## config.mk

```make
export PLATFORM = sky130hd
export DESIGN_NAME = vertex_bounding_box_normaliser
export DESIGN_NICKNAME = d
export VERILOG_FILES = /design/src/rtl/core/bbn_pkg.sv /design/src/rtl/core/vertex_bounding_box_normaliser.sv /design/src/rtl/core/bbn_axis_lane.sv /design/src/rtl/core/bbn_merge.sv /design/src/rtl/core/bbn_recip_div.sv
export SDC_FILE = /design/constraint.sdc
export NUM_CORES = 2
export LEC_CHECK = 0
export BUFFER_PORTS_ARGS = -buffer_cell sky130_fd_sc_hd__buf_4
export CAP_MARGIN = 10
export CORE_ASPECT_RATIO = 0.5
export CORE_UTILIZATION = 50
export DETAILED_ROUTE_END_ITERATION = 7
export PLACE_DENSITY = 0.76
export SYNTH_ARGS = -nofsm -noshare
export SYNTH_HDL_FRONTEND = slang
export SYNTH_SLANG_ARGS = --single-unit
```

## constraint.sdc

```tcl
create_clock -name aclk -period 12.2 [get_ports aclk]
set_clock_uncertainty 0.05 [all_clocks]
set_input_delay 1.83 -clock aclk [delete_from_list [all_inputs] [get_ports aclk]]
set_output_delay 1.83 -clock aclk [all_outputs]
set_load 0.05 [all_outputs]
```

## src/rtl/core/bbn_pkg.sv

```systemverilog
// Shared types and default constants for the vertex bounding box normaliser.
// No dependencies; imported by every module of the block.

package bbn_pkg;

    localparam int COORD_WIDTH_DEF = 32;
    localparam int FRAC_BITS_DEF   = 16;

    // Frame sequencer states
    typedef enum logic [2:0] {
        ST_RUN,
        ST_MERGE,
        ST_START,
        ST_DIV,
        ST_OUT
    } bbn_state_t;

    // Per-axis lane control
    typedef struct packed {
        logic upd;
        logic clr;
    } lane_ctrl_t;

endpackage

```

## src/rtl/core/vertex_bounding_box_normaliser.sv

```systemverilog
// Top level of the vertex bounding box normaliser: three axis lanes, merge, divider.
// Depends on bbn_pkg, bbn_axis_lane, bbn_merge and bbn_recip_div.
//
// Usage:
//   Stream one vertex per request on the s_ channel: x, y, z packed in s_tdata,
//   s_tlast high on the final vertex of a frame. Each axis lane keeps a running
//   min and max seeded at zero, so the box always holds the origin.
//   After the last vertex the block emits one request on the m_ channel: the box,
//   its center and the reciprocal of its longest side; m_tuser flags a zero box
//   (reciprocal then reads zero).
// Throughput: one vertex per cycle inside a frame. The last vertex closes the
//   input; the sequencer then steps through ST_MERGE and ST_START to ST_OUT,
//   via ST_DIV for a nonzero box while the one-bit-per-cycle restoring divider runs.
//   s_tready stays low from the last vertex until the result is taken.
// Stall: with m_tready low, hold m_tvalid and m_tdata; the lanes keep the box
//   until the result is taken, then clear for the next frame.
// Reset: aresetn low clears the lanes to zero and returns to accepting vertices.

module vertex_bounding_box_normaliser
    import bbn_pkg::*;
#(
    parameter int COORD_WIDTH = COORD_WIDTH_DEF,
    parameter int FRAC_BITS   = FRAC_BITS_DEF,
    localparam int IN_W       = 3 * COORD_WIDTH,
    localparam int IN_TW      = ((IN_W + 7) / 8) * 8,
    localparam int OUT_W      = 10 * COORD_WIDTH - 6,
    localparam int OUT_TW     = ((OUT_W + 7) / 8) * 8
) (
    input  logic              aclk,
    input  logic              aresetn,
    // s_tdata fields, low bit up: pos_x, pos_y, pos_z
    input  logic [IN_TW-1:0]  s_tdata,
    input  logic              s_tlast,
    input  logic              s_tvalid,
    output logic              s_tready,
    // m_tdata fields, low bit up: box_min_x, box_min_y, box_min_z, box_max_x,
    // box_max_y, box_max_z, mid_x, mid_y, mid_z, scale_recip
    output logic [OUT_TW-1:0] m_tdata,
    // m_tuser fields, low bit up: extent_zero
    output logic              m_tuser,
    output logic              m_tvalid,
    input  logic              m_tready
);

    localparam int CW = COORD_WIDTH;

    bbn_state_t state_reg, state_next;
    lane_ctrl_t lane_ctrl;

    logic s_acc;
    logic m_acc;
    logic merge_load;
    logic div_start;
    logic div_done;

    logic signed [CW-1:0] min_x, min_y, min_z;
    logic        [CW-2:0] max_x, max_y, max_z;
    logic        [CW-1:0] ext_x, ext_y, ext_z;
    logic signed [CW-2:0] mid_x, mid_y, mid_z;
    logic        [CW-1:0] longest;
    logic                 is_zero;
    logic        [CW-1:0] quot;

    logic [OUT_W-CW-1:0]  box_reg;
    logic [CW-1:0]        scale_reg;
    logic                 zero_reg;

    assign s_acc = s_tvalid && s_tready;
    assign m_acc = m_tvalid && m_tready;

    // Lanes: one per axis, each sees its own coordinate
    assign lane_ctrl.upd = s_acc;
    assign lane_ctrl.clr = m_acc;

    bbn_axis_lane #(.COORD_WIDTH(CW)) u_lane_x (
        .aclk    (aclk),
        .aresetn (aresetn),
        .ctrl    (lane_ctrl),
        .pos     ($signed(s_tdata[CW-1:0])),
        .box_min (min_x),
        .box_max (max_x),
        .extent  (ext_x),
        .mid     (mid_x)
    );

    bbn_axis_lane #(.COORD_WIDTH(CW)) u_lane_y (
        .aclk    (aclk),
        .aresetn (aresetn),
        .ctrl    (lane_ctrl),
        .pos     ($signed(s_tdata[2*CW-1:CW])),
        .box_min (min_y),
        .box_max (max_y),
        .extent  (ext_y),
        .mid     (mid_y)
    );

    bbn_axis_lane #(.COORD_WIDTH(CW)) u_lane_z (
        .aclk    (aclk),
        .aresetn (aresetn),
        .ctrl    (lane_ctrl),
        .pos     ($signed(s_tdata[3*CW-1:2*CW])),
        .box_min (min_z),
        .box_max (max_z),
        .extent  (ext_z),
        .mid     (mid_z)
    );

    bbn_merge #(.COORD_WIDTH(CW)) u_merge (
        .aclk    (aclk),
        .load    (merge_load),
        .ext_x   (ext_x),
        .ext_y   (ext_y),
        .ext_z   (ext_z),
        .longest (longest),
        .is_zero (is_zero)
    );

    bbn_recip_div #(.COORD_WIDTH(CW), .FRAC_BITS(FRAC_BITS)) u_div (
        .aclk    (aclk),
        .aresetn (aresetn),
        .start   (div_start),
        .divisor (longest),
        .done    (div_done),
        .quot    (quot)
    );

    // Frame sequencer
    always_ff @(posedge aclk) begin
        if (!aresetn) begin
            state_reg <= ST_RUN;
        end else begin
            state_reg <= state_next;
        end
    end

    always_comb begin
        state_next = state_reg;
        s_tready   = 1'b0;
        merge_load = 1'b0;
        div_start  = 1'b0;
        m_tvalid   = 1'b0;
        unique case (state_reg)
            ST_RUN: begin
                s_tready = 1'b1;
                if (s_tvalid && s_tlast) begin
                    state_next = ST_MERGE;
                end
            end
            ST_MERGE: begin
                // lanes hold the closed box; take the longest side
                merge_load = 1'b1;
                state_next = ST_START;
            end
            ST_START: begin
                if (is_zero) begin
                    state_next = ST_OUT;
                end else begin
                    div_start  = 1'b1;
                    state_next = ST_DIV;
                end
            end
            ST_DIV: begin
                if (div_done) begin
                    state_next = ST_OUT;
                end
            end
            ST_OUT: begin
                m_tvalid = 1'b1;
                if (m_tready) begin
                    state_next = ST_RUN;
                end
            end
            default: begin
                state_next = ST_RUN;
            end
        endcase
    end

    // Result registers: capture the box once, the reciprocal when it is known
    always_ff @(posedge aclk) begin
        if (merge_load) begin
            box_reg <= {mid_z, mid_y, mid_x, max_z, max_y, max_x, min_z, min_y, min_x};
        end
        if (state_reg == ST_START && is_zero) begin
            scale_reg <= '0;
            zero_reg  <= 1'b1;
        end else if (state_reg == ST_DIV && div_done) begin
            scale_reg <= quot;
            zero_reg  <= 1'b0;
        end
    end

    assign m_tdata = OUT_TW'({scale_reg, box_reg});
    assign m_tuser = zero_reg;

endmodule

```

## src/rtl/core/bbn_axis_lane.sv

```systemverilog
// One axis lane: running min/max of a coordinate, with extent and center.
// Depends on bbn_pkg (lane_ctrl_t).

module bbn_axis_lane
    import bbn_pkg::*;
#(
    parameter int COORD_WIDTH = COORD_WIDTH_DEF
) (
    input  logic                          aclk,
    input  logic                          aresetn,
    input  lane_ctrl_t                    ctrl,
    input  logic signed [COORD_WIDTH-1:0] pos,
    output logic signed [COORD_WIDTH-1:0] box_min,
    output logic        [COORD_WIDTH-2:0] box_max,
    output logic        [COORD_WIDTH-1:0] extent,
    output logic signed [COORD_WIDTH-2:0] mid
);

    logic signed [COORD_WIDTH-1:0] min_reg;
    logic        [COORD_WIDTH-2:0] max_reg;
    logic signed [COORD_WIDTH-1:0] max_s;
    logic signed [COORD_WIDTH-1:0] sum;

    assign max_s = $signed({1'b0, max_reg});

    always_ff @(posedge aclk) begin
        if (!aresetn || ctrl.clr) begin
            min_reg <= '0;
            max_reg <= '0;
        end else if (ctrl.upd) begin
            if (pos < min_reg) begin
                min_reg <= pos;
            end
            if (pos > max_s) begin
                max_reg <= pos[COORD_WIDTH-2:0];
            end
        end
    end

    // max - min always lands in [0, 2^W - 1], so modulo-W arithmetic is exact
    assign extent  = {1'b0, max_reg} - $unsigned(min_reg);
    // min + max fits W signed bits; drop bit 0 for a floor half
    assign sum     = max_s + min_reg;
    assign mid     = $signed(sum[COORD_WIDTH-1:1]);
    assign box_min = min_reg;
    assign box_max = max_reg;

endmodule

```

## src/rtl/core/bbn_merge.sv

```systemverilog
// Merge stage: picks the longest of the three lane extents and flags a zero box.
// Depends on bbn_pkg for the default width.

module bbn_merge
    import bbn_pkg::*;
#(
    parameter int COORD_WIDTH = COORD_WIDTH_DEF
) (
    input  logic                   aclk,
    input  logic                   load,
    input  logic [COORD_WIDTH-1:0] ext_x,
    input  logic [COORD_WIDTH-1:0] ext_y,
    input  logic [COORD_WIDTH-1:0] ext_z,
    output logic [COORD_WIDTH-1:0] longest,
    output logic                   is_zero
);

    logic [COORD_WIDTH-1:0] ext_xy;
    logic [COORD_WIDTH-1:0] ext_max;
    logic [COORD_WIDTH-1:0] longest_reg;
    logic                   is_zero_reg;

    always_comb begin
        ext_xy  = (ext_y > ext_x) ? ext_y : ext_x;
        ext_max = (ext_z > ext_xy) ? ext_z : ext_xy;
    end

    always_ff @(posedge aclk) begin
        if (load) begin
            longest_reg <= ext_max;
            is_zero_reg <= (ext_max == '0);
        end
    end

    assign longest = longest_reg;
    assign is_zero = is_zero_reg;

endmodule

```

## src/rtl/core/bbn_recip_div.sv

```systemverilog
// Restoring divider, one quotient bit per cycle: floor(2^(2*FRAC_BITS) / divisor),
// saturated to COORD_WIDTH bits. Depends on bbn_pkg for defaults.

module bbn_recip_div
    import bbn_pkg::*;
#(
    parameter int COORD_WIDTH = COORD_WIDTH_DEF,
    parameter int FRAC_BITS   = FRAC_BITS_DEF
) (
    input  logic                   aclk,
    input  logic                   aresetn,
    input  logic                   start,
    input  logic [COORD_WIDTH-1:0] divisor,
    output logic                   done,
    output logic [COORD_WIDTH-1:0] quot
);

    localparam int QW    = 2 * FRAC_BITS + 1;
    localparam int QRW   = (QW > COORD_WIDTH) ? QW : COORD_WIDTH + 1;
    localparam int CNT_W = $clog2(QW + 1);

    logic                   busy_reg;
    logic                   done_reg;
    logic [CNT_W-1:0]       cnt_reg;
    logic [COORD_WIDTH-1:0] div_reg;
    logic [COORD_WIDTH-1:0] rem_reg;
    logic [QRW-1:0]         q_reg;
    logic                   nbit;
    logic [COORD_WIDTH:0]   trial;
    logic [COORD_WIDTH:0]   diff;
    logic                   fits;

    always_comb begin
        // the dividend has a single one, at its top bit
        nbit  = (cnt_reg == CNT_W'(QW - 1));
        trial = {rem_reg, nbit};
        diff  = trial - {1'b0, div_reg};
        fits  = (trial >= {1'b0, div_reg});
    end

    always_ff @(posedge aclk) begin
        if (!aresetn) begin
            busy_reg <= 1'b0;
            done_reg <= 1'b0;
            cnt_reg  <= '0;
        end else begin
            done_reg <= 1'b0;
            if (start) begin
                busy_reg <= 1'b1;
                cnt_reg  <= CNT_W'(QW - 1);
            end else if (busy_reg) begin
                if (cnt_reg == '0) begin
                    busy_reg <= 1'b0;
                    done_reg <= 1'b1;
                end else begin
                    cnt_reg <= cnt_reg - 1'b1;
                end
            end
        end
    end

    always_ff @(posedge aclk) begin
        if (start) begin
            div_reg <= divisor;
            rem_reg <= '0;
            q_reg   <= '0;
        end else if (busy_reg) begin
            rem_reg <= fits ? diff[COORD_WIDTH-1:0] : trial[COORD_WIDTH-1:0];
            q_reg   <= {q_reg[QRW-2:0], fits};
        end
    end

    assign done = done_reg;
    assign quot = (|q_reg[QRW-1:COORD_WIDTH]) ? '1 : q_reg[COORD_WIDTH-1:0];

endmodule

```

==> results.json <==
{
  "finalSetupViolCount": 0,
  "setup_tns_ns": 0,
  "drive_above_1_share_pct": 13.4,
  "synth_edf_count": 347,
  "globalRouteTotalUtil_pct": 27.2,
  "cp-start-kind": "register",
  "hold_class": "reg -> reg",
  "dp.cells": 5321,
  "placed_area_um2": 43100,
  "layout_common_cells": "474 x nor2_1, 469 x ha_1, 437 x buf_4, 352 x inv_1, 347 x edfxtp_1",
  "synth_top_area_cell": "edfxtp_1",
  "vias": 31391,
  "nFillCells": 6553,
  "final_common_cell": "nor2_1",
  "rsz0062_at_grt": "no",
  "critPathSlowestCell": "o311ai_0",
  "cp-end-kind": "register",
  "crit_type": "reg -> reg",
  "grt_max_degree": 111,
  "cpMostUsedCell": "a21oi_1",
  "cts_root_buffer": "clkbuf_16",
  "layout.cells.non_filler": 5433,
  "synthFlopType": "edfxtp_1",
  "antenna_found_initial": 6,
  "final_hold_viol_count": 0,
  "numCtsBuffers": 57,
  "cts_resized": 0,
  "min_period_ns": 10.91,
  "overflow": 0,
  "rows": 72,
  "totalWireLength_mm": 112,
  "yosysWarnings": 0,
  "avgViaCountPerCell": 5.78,
  "cts_tree": "done",
  "gp_congestion": 0.949,
  "required_ns": 12.62,
  "grt_pass1_vias": 29831,
  "synth.area.top_cells": "edfxtp_1 27%, dfxtp_1 15%, ha_1 15%",
  "cts_setup_buffers": 0,
  "cts.path.max_buffers": 3,
  "layout.nets": 4923,
  "hold_buffers": 0,
  "worstSkewPairLatency_ns": 0.66,
  "status": "finished, final reports clean",
  "critPathArrivalTime_ns": 11.33,
  "initial_utilization_pct": 50.7,
  "clk_pin_slew_ns": 0.07,
  "period_share_pct": 89.5,
  "route.detailed.drc": 0,
  "grt_pass1_wl_mm": 170,
  "coreArea_um2": 77400,
  "clock-sinks": 645,
  "htree_levels": 2,
  "drt_iter0_drc": 2638,
  "ys_ff_latch": 645,
  "avgSynthCellArea_um2": 9.77,
  "max_stage_delay_ns": 0.84,
  "syn_area_um2": 39200,
  "maxCapViolations": 0,
  "final_area_um2": 45100,
  "ys_seq_area_share_pct": 41.8,
  "async_flop_share_pct": 0,
  "worstMarginPinSlew_ns": 1.26,
  "slew_headroom_pct": 16.2,
  "synth_cell_types": 102,
  "slew_violations": 0,
  "firstDrtPassIters": 5,
  "die_w_um": 398,
  "antenna_left": 0,
  "dieHeight_um": 200,
  "fmax_mhz": 91.6,
  "cp_max_fo": 29,
  "largest_register_ffs": 282,
  "num_io_pins": 424,
  "syn_inst": 4012,
  "dieArea_um2": 79600,
  "dpl.hpwl_mm": 86.1,
  "synth_top_area_share_pct": 26.6,
  "portBuffers": 417,
  "area_growth_pct": 15.2,
  "wl_per_cell_um": 20.5
}
==> worst paths after layout <==
| kind | start | endpoint | slack (ns) | cells after the start |
|---|---|---|---|---|
| worst min register to register | u_merge.longest[19] | u_div.div_reg[19] | 0.36 | 0 |
| worst min-delay path | u_merge.longest[19] | u_div.div_reg[19] | 0.36 | 0 |
| worst max-delay path | u_lane_x.box_max[0] | u_merge.is_zero | 1.29 | 37 |
| worst max register to register | u_lane_x.box_max[0] | u_merge.is_zero | 1.29 | 37 |
==> metal layers <==
| layer | up-vias | wire length (um) | global-route usage (%) |
|---|---|---|---|
| met5 | - | 13 | 0 |
| met3 | 178 | 8210 | 4.89 |
| met4 | 2 | 2690 | 7.69 |
| met2 | 1040 | 50600 | 43.5 |
| met1 | 15206 | 50100 | 37.6 |
| li1 | 14965 | - | - |
==> area by class of cell <==
type | count | area, um^2 | area share, %
inverters | 355 | 1340 | 2.97
clock buffers | 76 | 1580 | 3.50
well taps | 1036 | 1300 | 2.87
diodes | 2 | 5.00 | 0.0111
repair buffers | 439 | 3320 | 7.36
multi-input cells | 2848 | 20800 | 46.2
clock inverters | 32 | 373 | 0.826
flip-flops and latches | 645 | 16400 | 36.3
==> cell families (layout without fill, tap and decap cells) <==
| logic type | Yosys count | count (layout) | share of synthesized area (%) |
|---|---|---|---|
| and+or+nand+nor | 1057 | 1057 | 12.9 |
| AOI/OAI and AO/OA | 900 | 900 | 14.8 |
| DFF | 645 | 645 | 41.8 |
| buffers and inverters | 524 | 902 | 5.28 |
| adders and majority gates | 476 | 476 | 15.3 |
| muxes | 211 | 211 | 5.45 |
| xor gates and xnor gates | 198 | 198 | 4.42 |
| other | 1 | 8 | 0.00957 |
==> cell usage after synthesis (all sizes together), types with 7 or more instances <==
library cell,instances
clkbuf,110
a311o,8
and3,16
nor2b,60
o21ai,176
fa,7
a21oi,316
ha,469
o31ai,19
a311oi,15
o21a,43
o211ai,26
mux2i,207
and2,15
o21bai,45
or3,14
edfxtp,347
a221oi,7
xnor2,152
nand4,58
o311ai,9
inv,354
buf,59
a21o,85
a31oi,23
nor4,20
nand2,104
nor2,474
a211o,7
nand3,70
or2,9
o41ai,9
xor2,46
nand2b,62
a2111oi,9
a211oi,40
nor3,120
nor4b,7
dfxtp,298
==> stage by stage <==
step	util, %	hold slack, ns	setup slack (ns)
floorplan	-	0.350	3.19
global placement	55.8	0.354	1.91
detailed placement	55.8	0.355	1.65
CTS	58.3	0.367	1.58
global route	58.3	0.375	0.653
finish	58.3	0.365	1.29
==> worst max-delay path: cells and delay by family (launching register included) <==
kind,cells,cell delay (ns)
buffers and inverters,3,0.54
multiplexers,1,0.32
AND/OR/NAND/NOR,12,3.14
adder cells (fa/ha/maj),4,1.26
AO/OA/AOI/OAI,16,4.78
flip-flops,1,0.39
XOR/XNOR,1,0.23
Power is not shown: default switching activity piles up to over one toggle a cycle in this logic, so the estimate is an artifact.
